<file path="src/sv/strand_pair_hbond_energy_top_macros.svh">
// ----------------------------------------------------------------------------
// Assertion macros shared by the strand pair energy RTL
// Both macros sample on i_clk and are disabled while i_rst_n is low.
// ----------------------------------------------------------------------------
`ifndef STRAND_PAIR_HBOND_ENERGY_TOP_MACROS_SVH
`define STRAND_PAIR_HBOND_ENERGY_TOP_MACROS_SVH

// same-cycle implication
`define SPHE_ASSERT_NOW(lbl, ante, cons, msg) \
    lbl: assert property (@(posedge i_clk) disable iff (!i_rst_n) (ante) |-> (cons)) \
        else $error(msg);

// next-cycle implication
`define SPHE_ASSERT_NXT(lbl, ante, cons, msg) \
    lbl: assert property (@(posedge i_clk) disable iff (!i_rst_n) (ante) |=> (cons)) \
        else $error(msg);

`endif

</file>
<file path="src/sv/sphe_pkg.sv">
// ----------------------------------------------------------------------------
// sphe_pkg
// Types and constants of the strand pair energy scorer.
// ----------------------------------------------------------------------------
`timescale 1ns / 1ps

package sphe_pkg;

    localparam int TABLE_DEPTH = 210;
    localparam int ADDR_W      = 8;
    localparam int ODDS_W      = 16;
    localparam int SUM_W       = 24;
    localparam int RES_W       = 5;

    localparam logic [RES_W-1:0] RES_LIMIT = 5'd19;
    localparam logic [RES_W-1:0] GLY_CODE  = 5'd7;
    localparam logic [8:0]       RES_COUNT = 9'd20;

    localparam logic REQ_LOAD    = 1'b0;
    localparam logic REQ_RESIDUE = 1'b1;

    typedef enum logic [1:0] {
        TBL_WEAK   = 2'd0,
        TBL_STRONG = 2'd1,
        TBL_VDW    = 2'd2
    } t_tbl_sel;

    // terms to apply for one residue word, travels with the table reads
    typedef struct packed {
        logic valid;
        logic use_weak;
        logic use_strong;
        logic use_vdw;
        logic last;
    } t_term_ctrl;

endpackage

</file>
<file path="src/sv/sphe_odds_ram.sv">
// ----------------------------------------------------------------------------
// sphe_odds_ram
// One log-odds table: single write port, single registered read port.
// ----------------------------------------------------------------------------
`timescale 1ns / 1ps

module sphe_odds_ram (
    input  logic                                i_clk,
    input  logic                                i_we,
    input  logic [sphe_pkg::ADDR_W-1:0]         i_waddr,
    input  logic signed [sphe_pkg::ODDS_W-1:0]  i_wdata,
    input  logic                                i_re,
    input  logic [sphe_pkg::ADDR_W-1:0]         i_raddr,
    output logic signed [sphe_pkg::ODDS_W-1:0]  o_rdata
);
    import sphe_pkg::*;

    logic signed [ODDS_W-1:0] mem [TABLE_DEPTH];
    logic signed [ODDS_W-1:0] r_rdata;

    always_ff @(posedge i_clk) begin
        if (i_we) begin
            mem[i_waddr] <= i_wdata;
        end
    end

    always_ff @(posedge i_clk) begin
        if (i_re) begin
            r_rdata <= mem[i_raddr];
        end
    end

    assign o_rdata = r_rdata;

endmodule

</file>
<file path="config.mk">
export PLATFORM = sky130hd
export DESIGN_NAME = sphe_odds_ram
export DESIGN_NICKNAME = d
export VERILOG_FILES = /design/src/sv/strand_pair_hbond_energy_top_macros.svh /design/src/sv/sphe_pkg.sv /design/src/sv/sphe_odds_ram.sv
export SDC_FILE = /design/constraint.sdc
export NUM_CORES = 2
export LEC_CHECK = 0
export BUFFER_PORTS_ARGS = -buffer_cell sky130_fd_sc_hd__buf_2
export CAP_MARGIN = 20
export CORE_ASPECT_RATIO = 1.1
export CORE_MARGIN = 3
export CORE_UTILIZATION = 60
export DETAILED_ROUTE_END_ITERATION = 7
export HOLD_SLACK_MARGIN = 0.1
export PLACE_DENSITY_LB_ADDON = 0.1
export SETUP_SLACK_MARGIN = 0.05
export SYNTH_ARGS = -nofsm -noshare
export SYNTH_HDL_FRONTEND = slang
export SYNTH_SLANG_ARGS = --single-unit
</file>
<file path="constraint.sdc">
create_clock -name i_clk -period 2.9 [get_ports i_clk]
set_input_delay 0.435 -clock i_clk [delete_from_list [all_inputs] [get_ports i_clk]]
set_output_delay 0.435 -clock i_clk [all_outputs]
set_load 0.05 [all_outputs]
</file>
==> results.yml <==
status:
  status: "finished, final reports clean"
run:
  cap_violations: 0
sta:
  slew_headroom: 0.2823
  rsz0062_at_grt: "false"
  finClkSkew_ns: 0.06025
  fmax_mhz: 353.7
  final.period_utilization: 0.9749
  report.final.slew_viol_count: 0
  period_needed_ns: 2.827
  hold_viol: 0
  tightest_slew_ns: 1.070
  fin_ws_ns: 0.07292
  setup_violations: 0
  whs_ns: 0.1464
die:
  die_w_um: 449.2
  start_util: 0.6050
  die_area_sq_um: 221700
  core-area_sq_um: 214300
  rows: 178
  die_y_um: 493.5
  num_io_pins: 51
grt:
  grt_max_degree: 97
  grt_pass1_wl_um: 498200
  antenna_found_initial: 18
  globalRouteTotalUtil: 0.3189
  grt_pass1_vias: 66220
  grt_remaining_overflow: 0
detailed_routing:
  vias: 66740
  drcViolationCount: 0
  vias_per_cell: 6.683
  wl_um: 349000
  drt-initial-drc-count: 9456
  drtAntennaViolNets: 0
  wl_per_cell_um: 34.94
  first_pass_iters: 5
clock_network:
  clock_path_buffers: 4
  insertion_delay_ns: 0.96
  clk_pin_slew_worst_paths_ns: 0.06
  cts_tree: "done"
  cts-root-buf: "clkbuf_16"
  cts_sinks: 3376
  cts.htree.levels: 5
  cts_buffers: 339
final_layout:
  seq_area_sq_um: 101400
  final_cell_mix: "edfxtp_1, mux4_2, buf_4"
  drive_above_1_share: 0.3210
  nFillCells: 12970
  post-route-util: 0.7057
  fin_nets: 6888
  layout_commonest_cell: "edfxtp_1"
  area_delta_synth_final_pct: 16.65
  multi_input_area_sq_um: 26450
  final_area_sq_um: 151200
power:
  pwr_density_cell_nw_per_um2: 665.0
  peakVddDrop_mv: 0.6740
  leakagePower_nw: 48.90
synthesis:
  syn_area_per_cell_sq_um: 22.04
  yosys_register_bits: 3376
  yosys_warnings: 0
  synth_mux_area_frac: 0.1518
  ys_seq_area_frac: 0.7821
  synth_fp_nets: 5915
  synth_edf_count: 3376
  synth_top_family_by_area: "multiplexers"
  synthCells: 5880
  synthXorXnorAreaFrac: 0
  synth_compound_area_frac: 0.02424
  synth_fa_ha_area_frac: 0
  synth_area_sq_um: 129600
  async_flop_share: 0
  yosys.cell_types.count: 60
  synth-simple-area-share: 0.02647
  yosys_most_used_dff: "edfxtp_1"
min_path:
  min_to: "mem[48][5]"
  min_from: "i_wdata[5]"
  min_path_cells: 1
  hold_path_class: "in -> reg"
worst_setup_path:
  path_class: "in -> reg"
  cp_data_arrival_time_ns: 3.49
  rr_worst_depth: 8
  r2r-start: "mem[83][2]"
  cp-end-kind: "flop"
  r2r_slack_ns: 0.09
  reg2reg_to: "o_rdata[2]"
  required_ns: 3.56
  start_kind: "input port"
  crit_fanout: 25
placed_design:
  placed_cell_area_sq_um: 140800
  pre_cts_slack_ns: -0.7988
  gp_congestion: 0.9493
  hpwl_um: 224300
  numPortBuffers: 50
## per-stage QoR
step                std cells  TNS [ns]  total power [mW]
detailed placement       9380    -8.491             60.45
finish                   9987         0             100.5
CTS                      9971         0             101.0
global route             9978         0             103.1
floorplan                5880         0             57.37
global placement         9378    -8.276             60.36
## critical path: stages
cell,delay (ns)
buf_12,0.20
buf_12,0.20
buf_12,0.17
buf_12,0.24
buf_4,0.25
mux4_2,0.54
a211oi_1,0.29
a221oi_1,0.22
nor2_1,0.65
o2111ai_1,0.22
## how the worst max path moves through the flow
stage                      from          end  cells after the start
floorplan            i_raddr[0]   o_rdata[0]                     10
global placement     i_raddr[0]  o_rdata[13]                     11
detailed placement   i_raddr[0]  o_rdata[13]                     10
CTS                 mem[82][15]  o_rdata[15]                      6
global route         mem[83][2]   o_rdata[2]                      8
finish               i_raddr[0]   o_rdata[0]                     10
## logic make-up after synthesis
kind of cell    Yosys count
compound gates          441
mux                     989
simple gates            713
flops                  3376
buf+inv                 361
## sequential cells by signal, summed over array words and instances (netlist names)
| signal | cells |
|---|---|
| mem | 3360 |
| o_rdata | 16 |
## metal layers
metal / part of all wire / track usage
met5: 0 / 0
met4: 0.051 / 0.1427
met3: 0.095 / 0.05512
met2: 0.48 / 0.4973
met1: 0.37 / 0.4534
## cell type report
class                           count  share of cell area
Tap cell                         2880             0.02383
Clock inverter                    158            0.008134
Clock buffer                      421             0.05955
Sequential cell                  3376              0.6705
Inverter                            4           0.0001158
Multi-Input combinational cell   2143              0.1749
Antenna cell                       16           0.0002648
Timing Repair Buffer              989             0.06269
## cells in the mapped netlist, types with 3 or more instances
cell type / instances / area [sq um]
o311ai_0: 11 / 96.34
buf_12: 5 / 100.1
clkbuf_1: 175 / 656.9
buf_6: 31 / 349.1
nand2b_1: 6 / 37.54
nand2_1: 92 / 345.3
a221oi_1: 13 / 113.9
o22ai_1: 60 / 375.4
buf_1: 27 / 101.4
a22oi_1: 136 / 1021
mux2i_1: 184 / 1842
buf_2: 61 / 305.3
and3_1: 27 / 168.9
buf_8: 4 / 60.06
or4_1: 13 / 97.59
nor3_1: 26 / 130.1
nand4_1: 30 / 187.7
buf_4: 53 / 397.9
o211ai_1: 49 / 367.9
or2_2: 3 / 18.77
o311a_1: 10 / 100.1
o32ai_1: 4 / 35.03
a211oi_1: 18 / 135.1
mux2_2: 28 / 315.3
o221ai_1: 9 / 78.83
mux4_2: 771 / 17360
and4_1: 12 / 105.1
nor4_1: 23 / 143.9
a21oi_1: 30 / 150.1
a31oi_1: 55 / 344.1
edfxtp_1: 3376 / 101400
and2_1: 8 / 50.05
a22o_1: 13 / 113.9
nand3_1: 140 / 700.7
o21ai_0: 21 / 105.1
inv_1: 3 / 11.26
nor2_1: 274 / 1028
a2111oi_0: 4 / 35.03
mux4_1: 6 / 157.7
nor2b_1: 42 / 262.8
## power by group
part / internal, mW / switching, mW
clock: 23.6 / 17.5
combinational: 2.18 / 3.36
sequential: 53.8 / 0.115
## what timing repair did
item	CTS	global route
hold endpoints to repair	525	0
setup endpoints to repair	1	0
gates resized for setup	1	0
setup buffers	0	0
hold buffers	12	0
Note: power is estimated with default switching activity, not from simulation.
