### src/sv/strand_pair_hbond_energy_top_macros.svh
// ----------------------------------------------------------------------------
// Assertion macros shared by the strand pair energy RTL
// Both macros sample on i_clk and are disabled while i_rst_n is low.
// ----------------------------------------------------------------------------
`ifndef STRAND_PAIR_HBOND_ENERGY_TOP_MACROS_SVH
`define STRAND_PAIR_HBOND_ENERGY_TOP_MACROS_SVH

// same-cycle implication
`define SPHE_ASSERT_NOW(lbl, ante, cons, msg) \
    lbl: assert property (@(posedge i_clk) disable iff (!i_rst_n) (ante) |-> (cons)) \
        else $error(msg);

// next-cycle implication
`define SPHE_ASSERT_NXT(lbl, ante, cons, msg) \
    lbl: assert property (@(posedge i_clk) disable iff (!i_rst_n) (ante) |=> (cons)) \
        else $error(msg);

`endif

### src/sv/sphe_pkg.sv
// ----------------------------------------------------------------------------
// sphe_pkg
// Types and constants of the strand pair energy scorer.
// ----------------------------------------------------------------------------
`timescale 1ns / 1ps

package sphe_pkg;

    localparam int TABLE_DEPTH = 210;
    localparam int ADDR_W      = 8;
    localparam int ODDS_W      = 16;
    localparam int SUM_W       = 24;
    localparam int RES_W       = 5;

    localparam logic [RES_W-1:0] RES_LIMIT = 5'd19;
    localparam logic [RES_W-1:0] GLY_CODE  = 5'd7;
    localparam logic [8:0]       RES_COUNT = 9'd20;

    localparam logic REQ_LOAD    = 1'b0;
    localparam logic REQ_RESIDUE = 1'b1;

    typedef enum logic [1:0] {
        TBL_WEAK   = 2'd0,
        TBL_STRONG = 2'd1,
        TBL_VDW    = 2'd2
    } t_tbl_sel;

    // terms to apply for one residue word, travels with the table reads
    typedef struct packed {
        logic valid;
        logic use_weak;
        logic use_strong;
        logic use_vdw;
        logic last;
    } t_term_ctrl;

endpackage

### src/sv/sphe_index.sv
// ----------------------------------------------------------------------------
// sphe_index
// Front stage: table writes, pair index generation and strand position state.
// ----------------------------------------------------------------------------
`timescale 1ns / 1ps
`include "strand_pair_hbond_energy_top_macros.svh"

module sphe_index (
    input  logic                            i_clk,
    input  logic                            i_rst_n,
    input  logic                            i_accept,
    input  logic                            i_advance,
    input  logic                            i_req_type,
    input  logic [1:0]                      i_table_select,
    input  logic [sphe_pkg::ADDR_W-1:0]     i_entry_index,
    input  logic                            i_hbond_pattern,
    input  logic                            i_orientation,
    input  logic [sphe_pkg::RES_W-1:0]      i_residue_a,
    input  logic [sphe_pkg::RES_W-1:0]      i_residue_b,
    input  logic                            i_last_element,
    output logic [2:0]                      o_wr_en,
    output logic [sphe_pkg::ADDR_W-1:0]     o_weak_raddr,
    output logic [sphe_pkg::ADDR_W-1:0]     o_pair_raddr,
    output sphe_pkg::t_term_ctrl            o_ctrl
);
    import sphe_pkg::*;

    // unordered pair index; lo <= hi assumed
    function automatic logic [ADDR_W-1:0] pair_index(input logic [RES_W-1:0] lo,
                                                     input logic [RES_W-1:0] hi);
        logic [8:0] base;
        base = 9'(lo) * RES_COUNT - ((9'(lo) * (9'(lo) + 9'd1)) >> 1);
        return ADDR_W'(base + 9'(hi));
    endfunction

    logic [RES_W-1:0] r_prev_first;
    logic             r_have_prev;
    logic             r_pos_odd;
    t_term_ctrl       r_ctrl;

    logic [RES_W-1:0] first, second;
    logic [RES_W-1:0] w_lo, w_hi, p_lo, p_hi;
    logic             weak_ok, pair_ok, strong_slot, gly_pair, load_ok, is_res;
    t_term_ctrl       n_ctrl;

    always_comb begin
        first  = i_orientation ? i_residue_a : i_residue_b;
        second = i_orientation ? i_residue_b : i_residue_a;

        w_lo = (r_prev_first <= second) ? r_prev_first : second;
        w_hi = (r_prev_first <= second) ? second : r_prev_first;
        p_lo = (first <= second) ? first : second;
        p_hi = (first <= second) ? second : first;

        weak_ok = r_have_prev && (r_prev_first <= RES_LIMIT) && (second <= RES_LIMIT);
        pair_ok = (first <= RES_LIMIT) && (second <= RES_LIMIT);

        // out-of-range pairs read address zero; the data is not used
        o_weak_raddr = weak_ok ? pair_index(w_lo, w_hi) : '0;
        o_pair_raddr = pair_ok ? pair_index(p_lo, p_hi) : '0;

        strong_slot = (r_pos_odd == i_hbond_pattern);
        gly_pair    = (first == GLY_CODE) && (second == GLY_CODE);
        is_res      = i_accept && (i_req_type == REQ_RESIDUE);

        n_ctrl.valid      = is_res;
        n_ctrl.use_weak   = weak_ok;
        n_ctrl.use_strong = pair_ok && strong_slot;
        n_ctrl.use_vdw    = pair_ok && !strong_slot && !gly_pair;
        n_ctrl.last       = i_last_element;

        load_ok    = i_accept && (i_req_type == REQ_LOAD) && (32'(i_entry_index) < TABLE_DEPTH);
        o_wr_en[0] = load_ok && (i_table_select == TBL_WEAK);
        o_wr_en[1] = load_ok && (i_table_select == TBL_STRONG);
        o_wr_en[2] = load_ok && (i_table_select == TBL_VDW);
    end

    always_ff @(posedge i_clk) begin
        if (!i_rst_n) begin
            r_prev_first <= '0;
            r_have_prev  <= 1'b0;
            r_pos_odd    <= 1'b0;
        end else if (is_res) begin
            if (i_last_element) begin
                r_prev_first <= '0;
                r_have_prev  <= 1'b0;
                r_pos_odd    <= 1'b0;
            end else begin
                r_prev_first <= first;
                r_have_prev  <= 1'b1;
                r_pos_odd    <= !r_pos_odd;
            end
        end
    end

    always_ff @(posedge i_clk) begin
        if (!i_rst_n) begin
            r_ctrl <= '0;
        end else if (i_advance) begin
            r_ctrl <= n_ctrl;
        end
    end

    assign o_ctrl = r_ctrl;

    `SPHE_ASSERT_NOW(a_fresh_strand_clean, !r_have_prev, (r_prev_first == '0) && !r_pos_odd, "sphe_index: stale position state at strand start")
    `SPHE_ASSERT_NXT(a_last_clears, is_res && i_last_element, !r_have_prev && !r_pos_odd, "sphe_index: position state not cleared after last word")
    `SPHE_ASSERT_NOW(a_one_table_write, 1'b1, $onehot0(o_wr_en), "sphe_index: more than one table written")

endmodule

### config.mk
export PLATFORM = sky130hd
export DESIGN_NAME = sphe_index
export DESIGN_NICKNAME = d
export VERILOG_FILES = /design/src/sv/sphe_pkg.sv /design/src/sv/sphe_index.sv
export VERILOG_INCLUDE_DIRS = /design/src /design/src/sv
export SDC_FILE = /design/constraint.sdc
export NUM_CORES = 1
export LEC_CHECK = 0
export BUFFER_PORTS_ARGS = -buffer_cell sky130_fd_sc_hd__buf_4
export CAP_MARGIN = 20
export CORE_AREA = 2 2 100 102
export DETAILED_ROUTE_END_ITERATION = 12
export DIE_AREA = 0 0 102 104
export SLEW_MARGIN = 20
export SYNTH_ARGS = -nofsm -noshare
export SYNTH_HDL_FRONTEND = slang
export SYNTH_SLANG_ARGS = --single-unit
export TNS_END_PERCENT = 5
### constraint.sdc
create_clock -name i_clk -period 21.1 [get_ports i_clk]
set_input_delay 2.11 -clock i_clk [delete_from_list [all_inputs] [get_ports i_clk]]
set_output_delay 2.11 -clock i_clk [all_outputs]
set_load 0.005 [all_outputs]
==> out/metrics.cfg <==
[synth]
synthFlopType = dfxtp_1
ys_seq_area_share_pct = 6.40
yosys.area.top_type = ha_1
syn-num-nets = 578
synthesis.area_um2 = 3750
netlist_instances = 442
async_reset_ff_share_pct = 0
avgSynthCellArea_um2 = 8.49
yosysWarnings = 0
synth_cell_types = 51
synth_edf_count = 0
netlist.area_leader.share_pct = 25.3
netlist_top_cells_area = ha_1 (25%), fa_1 (17%), inv_1 (7.0%)
synth_seq_cells = 12

[timing]
setup_viol = 0
fmax_mhz = 82.6
final.setup_skew_ns = 0.000342
finalHoldViolCount = 0
min_period_over_period_pct = 57.4
tightest_slew_ns = 1.15
period_minus_slack_ns = 12.11
rsz0062_at_grt = no
finalSetupTns_ns = 0
slew_viol_final = 0
relSlewSlack_pct = 23.6

[placement]
globalplace.congestion = 0.850
dp_hpwl_um = 6800
dp.cells = 619
io_buffers = 50

[finish]
post-route-util_pct = 45.2
fin_cells = 623
fillers = 960
final_common_cell = ha_1
drive_above_1_share_pct = 15.7
layout_common_cells = ha_1 (76), inv_1 (70), buf_4 (50)
multi_input_area_um2 = 3210
num_antenna_cells = 0
syn2layout_area_growth_pct = 14.9
regArea_um2 = 240
layout.nets = 627

[global_routing]
grt_antenna_before_repair = 0
grt_first_pass_wirelength_um = 14100
grt_pass1_vias = 3131
grt.total_usage_pct = 15.8
grt_remaining_overflow = 0
grt_max_degree = 17

[floorplanning]
coreArea_um2 = 9550
dieArea_um2 = 10600
die_h_um = 104
initial_core_util_pct = 39.3
die_x_um = 102
row_count = 36
ios = 52

[worst_setup_path]
start_kind = input pin
timing.critical_path.from = i_orientation
cp_slowest_cell = a32oi_1
worstPathArrival_ns = 10.00
required_ns = 18.99
crit_fanout = 13
critPathMaxStageDelay_ns = 0.86
setup.worst_path.end_class = output pin
worst-setup-path-type = input pin to output pin
r2r_start = r_prev_first[2]$_SDFFE_PN0P_

[drt]
drc = 0
met2_length_um = 3880
wl_met1_um = 3810
routed-wl-met3_um = 117
wl_per_cell_um = 12.6
drt_pass1_iterations = 4
avgViaCountPerCell = 4.81
drt-total-wl_um = 7830
drtAntennaViolNets = 0
routed.top_layer = met4
vias = 2995
dr.first_iter.drc_count = 62

[power]
cellPowerDensity_nw_per_um2 = 148
ir_drop_v = 0.000174
p_leak_nw = 2.22
p_total_w = 0.000638

[clock_tree]
h-tree-depth = 1
postCtsSetupBuffers = 0
cts_tree = done
cts-buffers-inserted = 3
cts_buffer_depth = 2
cts_resized = 0
clk_latency_ns = 0.24
clock-sinks = 12
hold_buffers = 0
clk_pin_slew_ns = 0.05
cts-root-buf = clkbuf_8

[min_path]
min_from = o_ctrl[4]$_SDFFE_PN0P_
hp-class = register to register

[flow_run]
cap_violations = 0

[run_status]
status = completed

-- worst max-delay path, delay by kind of cell --
kind                       cells  cell delay [ns]
buffers and inverters          7             1.01
and+or+nand+nor                4             0.47
adders and majority gates      9             3.61
AOI/OAI and AO/OA              5             1.75
xor gates and xnor gates       4             0.64
muxes                          1             0.39
-- final timing paths --
check,end,slack (ns),depth (start not counted)
max,o_weak_raddr[7],8.99,30
max reg2reg,o_ctrl[3]$_SDFFE_PN0P_,19.83,4
min,o_ctrl[4]$_SDFFE_PN0P_,0.49,2
min reg2reg,o_ctrl[4]$_SDFFE_PN0P_,0.49,2
-- stage by stage --
stage,cell area [um2],hold WS (ns),setup WS [ns]
2_1_floorplan,3750,0.473,10.25
3_3_place_gp,4260,0.472,9.06
3_5_place_dp,4260,0.489,8.98
4_1_cts,4310,0.498,8.96
5_1_grt,4310,0.538,8.44
6_report,4310,0.490,8.99
-- per-layer routing --
layer / up-vias / global-route usage (%)
met5: - / 0
met3: 4 / 0.941
li1: 1561 / -
met4: 0 / 1.90
met2: 29 / 27.8
met1: 1401 / 21.8
-- logic make-up after synthesis --
| kind of cell | Yosys count | synth area share, % |
|---|---|---|
| AOI/OAI and AO/OA | 61 | 10.8 |
| xor gates and xnor gates | 35 | 8.37 |
| adders and majority gates | 108 | 42.4 |
| buffers and inverters | 77 | 8.07 |
| DFF | 12 | 6.40 |
| muxes | 26 | 7.53 |
| and+or+nand+nor | 123 | 16.4 |
-- power by group --
group / switching (W) / internal (W) / leakage [nW]
clock network: 0.00000800 / 0.0000164 / 0.0288
logic: 0.000293 / 0.000297 / 2.09
registers: 0.000000745 / 0.0000236 / 0.0977
-- flip-flops by register name, indices dropped and copies added, names as in the netlist --
register      flops
o_ctrl            5
r_prev_first      5
r_have_prev       1
r_pos_odd         1
-- cells in the mapped netlist, types with 2 or more instances --
cell and n:
nand2b_1 6, o211ai_1 2, nor2_1 43, o21ai_1 2, a21o_1 11, o21a_1 3, and2_1 5, clkbuf_1 2
inv_1 70, mux2_2 14, o21ai_0 9, xor2_1 11, nor3_1 7, o21bai_1 2, nor2b_1 16, nand4_1 4
a22oi_1 4, nor3b_1 4, and3_1 5, a21oi_1 17, nand3_1 4, buf_2 2, xnor2_1 23, ha_1 76
nand2_1 19, a31oi_1 2, or2_2 3, mux2i_1 11, fa_1 32, dfxtp_1 12
-- cell type report --
class	instances	area share, %
inverters	71	6.18
multi-input cells	353	74.4
well taps	133	3.86
flip-flops and latches	12	5.57
repair buffers	50	8.70
clock buffers	4	1.28
(Power assumes the default switching activity.)
