## src/sv/strand_pair_hbond_energy_top_macros.svh

```systemverilog
// ----------------------------------------------------------------------------
// Assertion macros shared by the strand pair energy RTL
// Both macros sample on i_clk and are disabled while i_rst_n is low.
// ----------------------------------------------------------------------------
`ifndef STRAND_PAIR_HBOND_ENERGY_TOP_MACROS_SVH
`define STRAND_PAIR_HBOND_ENERGY_TOP_MACROS_SVH

// same-cycle implication
`define SPHE_ASSERT_NOW(lbl, ante, cons, msg) \
    lbl: assert property (@(posedge i_clk) disable iff (!i_rst_n) (ante) |-> (cons)) \
        else $error(msg);

// next-cycle implication
`define SPHE_ASSERT_NXT(lbl, ante, cons, msg) \
    lbl: assert property (@(posedge i_clk) disable iff (!i_rst_n) (ante) |=> (cons)) \
        else $error(msg);

`endif

```

## src/sv/sphe_pkg.sv

```systemverilog
// ----------------------------------------------------------------------------
// sphe_pkg
// Types and constants of the strand pair energy scorer.
// ----------------------------------------------------------------------------
`timescale 1ns / 1ps

package sphe_pkg;

    localparam int TABLE_DEPTH = 210;
    localparam int ADDR_W      = 8;
    localparam int ODDS_W      = 16;
    localparam int SUM_W       = 24;
    localparam int RES_W       = 5;

    localparam logic [RES_W-1:0] RES_LIMIT = 5'd19;
    localparam logic [RES_W-1:0] GLY_CODE  = 5'd7;
    localparam logic [8:0]       RES_COUNT = 9'd20;

    localparam logic REQ_LOAD    = 1'b0;
    localparam logic REQ_RESIDUE = 1'b1;

    typedef enum logic [1:0] {
        TBL_WEAK   = 2'd0,
        TBL_STRONG = 2'd1,
        TBL_VDW    = 2'd2
    } t_tbl_sel;

    // terms to apply for one residue word, travels with the table reads
    typedef struct packed {
        logic valid;
        logic use_weak;
        logic use_strong;
        logic use_vdw;
        logic last;
    } t_term_ctrl;

endpackage

```

## src/sv/sphe_accum.sv

```systemverilog
// ----------------------------------------------------------------------------
// sphe_accum
// Saturating accumulation of the weak and strong/vdw terms, result register.
// ----------------------------------------------------------------------------
`timescale 1ns / 1ps
`include "strand_pair_hbond_energy_top_macros.svh"

module sphe_accum (
    input  logic                                i_clk,
    input  logic                                i_rst_n,
    input  logic                                i_out_stall,
    input  sphe_pkg::t_term_ctrl                i_ctrl,
    input  logic signed [sphe_pkg::ODDS_W-1:0]  i_weak,
    input  logic signed [sphe_pkg::ODDS_W-1:0]  i_strong,
    input  logic signed [sphe_pkg::ODDS_W-1:0]  i_vdw,
    output logic                                o_advance,
    output logic                                o_out_valid,
    output logic signed [sphe_pkg::SUM_W-1:0]   o_pair_energy,
    output logic                                o_saturated
);
    import sphe_pkg::*;

    logic signed [SUM_W-1:0] r_sum;
    logic                    r_clip;
    logic                    r_out_valid;
    logic signed [SUM_W-1:0] r_out_energy;
    logic                    r_out_sat;

    logic signed [SUM_W:0]   wide1, wide2;
    logic signed [SUM_W-1:0] sum1, sum2;
    logic                    clip1, clip2;
    logic signed [ODDS_W-1:0] term2;
    logic                    step;

    always_comb begin
        o_advance = !(r_out_valid && i_out_stall);
        step      = o_advance && i_ctrl.valid;

        // weak term first; overflow when the top two bits differ
        wide1 = {r_sum[SUM_W-1], r_sum} + (SUM_W+1)'(i_weak);
        if (!i_ctrl.use_weak) begin
            sum1  = r_sum;
            clip1 = r_clip;
        end else if (wide1[SUM_W] != wide1[SUM_W-1]) begin
            sum1  = wide1[SUM_W] ? {1'b1, {(SUM_W-1){1'b0}}} : {1'b0, {(SUM_W-1){1'b1}}};
            clip1 = 1'b1;
        end else begin
            sum1  = wide1[SUM_W-1:0];
            clip1 = r_clip;
        end

        term2 = i_ctrl.use_strong ? i_strong : i_vdw;
        wide2 = {sum1[SUM_W-1], sum1} + (SUM_W+1)'(term2);
        if (!(i_ctrl.use_strong || i_ctrl.use_vdw)) begin
            sum2  = sum1;
            clip2 = clip1;
        end else if (wide2[SUM_W] != wide2[SUM_W-1]) begin
            sum2  = wide2[SUM_W] ? {1'b1, {(SUM_W-1){1'b0}}} : {1'b0, {(SUM_W-1){1'b1}}};
            clip2 = 1'b1;
        end else begin
            sum2  = wide2[SUM_W-1:0];
            clip2 = clip1;
        end
    end

    always_ff @(posedge i_clk) begin
        if (!i_rst_n) begin
            r_sum  <= '0;
            r_clip <= 1'b0;
        end else if (step) begin
            if (i_ctrl.last) begin
                r_sum  <= '0;
                r_clip <= 1'b0;
            end else begin
                r_sum  <= sum2;
                r_clip <= clip2;
            end
        end
    end

    always_ff @(posedge i_clk) begin
        if (!i_rst_n) begin
            r_out_valid <= 1'b0;
        end else if (o_advance) begin
            r_out_valid <= i_ctrl.valid && i_ctrl.last;
        end
    end

    always_ff @(posedge i_clk) begin
        if (step && i_ctrl.last) begin
            r_out_energy <= sum2;
            r_out_sat    <= clip2;
        end
    end

    assign o_out_valid   = r_out_valid;
    assign o_pair_energy = r_out_energy;
    assign o_saturated   = r_out_sat;

    `SPHE_ASSERT_NOW(a_result_from_last, $rose(r_out_valid), $past(step && i_ctrl.last), "sphe_accum: result word without a last residue")
    `SPHE_ASSERT_NXT(a_sum_cleared, step && i_ctrl.last, (r_sum == '0) && !r_clip, "sphe_accum: sum not cleared after last residue")
    `SPHE_ASSERT_NXT(a_idle_holds_sum, !step, $stable(r_sum) && $stable(r_clip), "sphe_accum: sum moved without a residue word")

endmodule

```

## config.mk

```make
export PLATFORM = sky130hd
export DESIGN_NAME = sphe_accum
export DESIGN_NICKNAME = d
export VERILOG_FILES = /design/src/sv/sphe_pkg.sv /design/src/sv/sphe_accum.sv
export VERILOG_INCLUDE_DIRS = /design/src /design/src/sv
export SDC_FILE = /design/constraint.sdc
export NUM_CORES = 1
export LEC_CHECK = 0
export BUFFER_PORTS_ARGS = -buffer_cell sky130_fd_sc_hd__buf_2
export CORE_MARGIN = 2
export CORE_UTILIZATION = 45
export DETAILED_ROUTE_END_ITERATION = 6
export PLACE_DENSITY = 0.7
export SLEW_MARGIN = 0
export SYNTH_ARGS = -nofsm -noshare
export SYNTH_HDL_FRONTEND = slang
export SYNTH_SLANG_ARGS = --single-unit
```

## constraint.sdc

```tcl
create_clock -name i_clk -period 9.6 [get_ports i_clk]
set_input_delay 0.96 -clock i_clk [delete_from_list [all_inputs] [get_ports i_clk]]
set_output_delay 0.96 -clock i_clk [all_outputs]
set_load 0.01 [all_outputs]
```

==> flow_summary.toml <==
[pwr]
ir_drop_mv = 0.0889
power.switching_mw = 0.540
swShare_pct = 45.7
total_power_mw = 1.18
clkPwrFrac_pct = 16.3
combPwrFrac_pct = 58.8
power.internal_mw = 0.643
p_leak_nw = 2.67
powerDensity_mw_per_mm2 = 192
seqPwrFrac_pct = 25.0

[hold_path]
hold_class = "reg -> reg"
hold_depth = 2
hp-start = "r_sum[20]"
min_to = "r_sum[20]"

[logic_synthesis]
synthesis.area_mm2 = 0.00556
yosysTopAreaCellShare_pct = 13.5
synthAdderAreaFrac_pct = 12.3
syn_avg_cell_area_um2 = 8.28
yosysWarnings = 0
synth_nets = 777
syn_inst = 671
synth_xor_xnor_area_share_pct = 6.15
synth_area_leaders = "edfxtp_1, ha_1, dfxtp_1, a21oi_1, nand2_1"
yosysUniqueCellTypes = 91
synth_compound_gate_area_share_pct = 34.5
yosys_most_used_dff = "dfxtp_1"
synth_top_family_by_area = "compound AO/OA/AOI/OAI gates"
netlist.top_cell.by_area = "edfxtp_1"
ys_seq_area_share_pct = 22.9
async_reset_ff_share_pct = 0
muxShareOfSynthArea_pct = 3.67
synth_edf_count = 25
ys_ff_latch = 51
synth-simple-area-share_pct = 16.0

[sta]
hold_viol_final = 0
period_needed_ns = 6.46
setup_viol = 0
fmax_ghz = 0.155
rsz0062_at_grt = "false"
timing.setup.tns_ns = 0
final.hold.worst_slack_ns = 0.498
report.final.slew_viol_count = 0
relSlewSlack_pct = 21.8
worst_clock_skew_ns = 0.0115
worst_slew_pin_slew_ns = 1.17
period_share_pct = 67.3

[grt]
grt_usage_pct = 25.0
overflow = 0
grt_max_degree = 32
grt_pass1_vias = 5097
grt_pass1_wl_mm = 26.1
grt_antenna_before_repair = 0

[cts]
root_buffer = "clkbuf_16"
cts_inserted_buffers = 5
cts_setup_buffers = 0
cts_tree = "yes"
cts.sinks = 51
clkLatencyLatePin_ns = 0.31
cts-htree-levels = 2
clk_pin_slew_worst_paths_ns = 0.07
cts_hold_buf = 0
post_cts_resize_count = 0
ctsLongestPathBuffers = 2

[setup_path]
worstSetupPathType = "in -> reg"
reg2reg_depth = 19
reg2reg_to = "o_pair_energy[22]"
cp-start-kind = "input pin"
cp_max_fo = 18
reg2reg_from = "r_sum[0]"
ff2ff_setup_slack_ns = 3.52
worstSetupEndpointType = "register"
arrival_ns = 6.47
cp_data_required_time_ns = 9.61

[die]
die_w_um = 115
start_util_pct = 46.3
dieArea_mm2 = 0.0133
die_h_um = 115
core-area_mm2 = 0.0120
rows = 40
io-pin-count = 83

[cells_and_area]
nets = 836
syn_to_final_growth_pct = 10.7
seq_area_mm2 = 0.00127
antennaDiodeCount = 0
fin_area_mm2 = 0.00615
layout-drive-gt1-share_pct = 19.3
finalNonFillerCells = 878
mostFrequentLayoutCells = "buf_2, nand2_1, a21oi_1, ha_1"
final_common_cell = "buf_2"
nFillCells = 1189
multi_input_area_mm2 = 0.00404

[job]
cap_violations = 0

[routing]
vias = 5614
drtIter0Drc = 482
wl_per_cell_um = 19.1
drtAntennaViolNets = 0
finalWirelength_mm = 16.8
drc = 0
first_pass_iters = 6
vias_per_cell = 6.39

[placement]
place_congestion = 0.965
numPortBuffers = 82
dp_hpwl_mm = 13.2
placed_area_mm2 = 0.00600
dp.cells = 870

[run_status]
outcome = "completed"
-- critical path, cell delays in order --
cell and delay [ns]:
buf_2 0.10, ha_1 0.24, fa_1 0.42, a21oi_1 0.24, o211ai_1 0.21, o211ai_2 0.14, a31o_2 0.25, a31oi_4 0.20
o31a_1 0.51, o21ai_1 0.18, o21ai_1 0.16, ha_1 0.44, and4_1 0.31, nand4_1 0.12, a211oi_1 0.47, nand4bb_1 0.20
o2111ai_1 0.13, and2_1 0.38, nor4_1 0.57, o22ai_1 0.21
-- worst max path at each step --
stage / from / end / slack, ns / cells past startpoint
6_report: i_weak[0] / o_pair_energy[22] / 3.14 / 20
5_1_grt: i_weak[0] / o_pair_energy[22] / 2.77 / 20
4_1_cts: i_weak[0] / o_pair_energy[22] / 3.18 / 20
3_5_place_dp: i_weak[0] / o_pair_energy[22] / 2.90 / 20
3_3_place_gp: i_weak[0] / o_pair_energy[20] / 3.09 / 21
2_1_floorplan: i_weak[0] / o_pair_energy[22] / 4.15 / 22
-- power groups by stage --
stage,sequential (mW),clock (mW),combinational (mW)
after floorplan,0.301,0,0.509
after global placement,0.299,0,0.669
after detailed placement,0.299,0,0.679
after CTS,0.295,0.193,0.684
after global routing,0.298,0.202,0.762
final,0.295,0.192,0.695
-- registers in the layout, indices dropped and copies added, names as in the netlist --
signal / count
o_saturated: 1
r_clip: 1
o_pair_energy: 24
r_sum: 24
o_out_valid: 1
-- logic make-up (layout without fill, tap and decap cells) --
logic type                 count (synthesis)  after routing
DFF                                       51             51
adders and majority gates                 54             54
AOI/OAI and AO/OA                        267            267
and+or+nand+nor                          187            187
buffers and inverters                     55            115
muxes                                     18             18
xor gates and xnor gates                  39             39
-- metrics by stage --
stage / utilization (%) / setup slack (ns)
2_1_floorplan: - / 4.15
5_1_grt: 51.2 / 2.77
3_5_place_dp: 50.0 / 2.90
6_report: 51.2 / 3.14
4_1_cts: 51.2 / 3.18
3_3_place_gp: 50.0 / 3.09
-- layer usage --
layer  part of all wire, %  wire length, um  track usage [%]  vias to the layer above
met1                    43             7240             32.7                     2676
met4                   2.1              355             6.75                        0
met2                    49             8270             43.8                      235
met3                   5.6              942             2.95                       25
li1                      -                -                -                     2678
met5                     0                0                0                        -
-- cell usage after synthesis, drive strengths merged (12+ instances only) --
master and instances:
a211oi 13, a21o 19, a21oi 63, buf 19
clkbuf 13, dfxtp 26, edfxtp 25, ha 48
inv 23, mux2 16, nand2 77, nor2 37
nor3 15, o211ai 15, o21a 12, o21ai 50
xnor2 24, xor2 15
-- layout make-up --
class | instances | share of cell area [%]
Multi-Input combinational cell | 565 | 65.6
Clock buffer | 5 | 2.03
Clock inverter | 3 | 0.447
Sequential cell | 51 | 20.7
Tap cell | 147 | 2.99
Inverter | 23 | 1.40
Timing Repair Buffer | 84 | 6.91
Power figures use the tool's default switching activity.
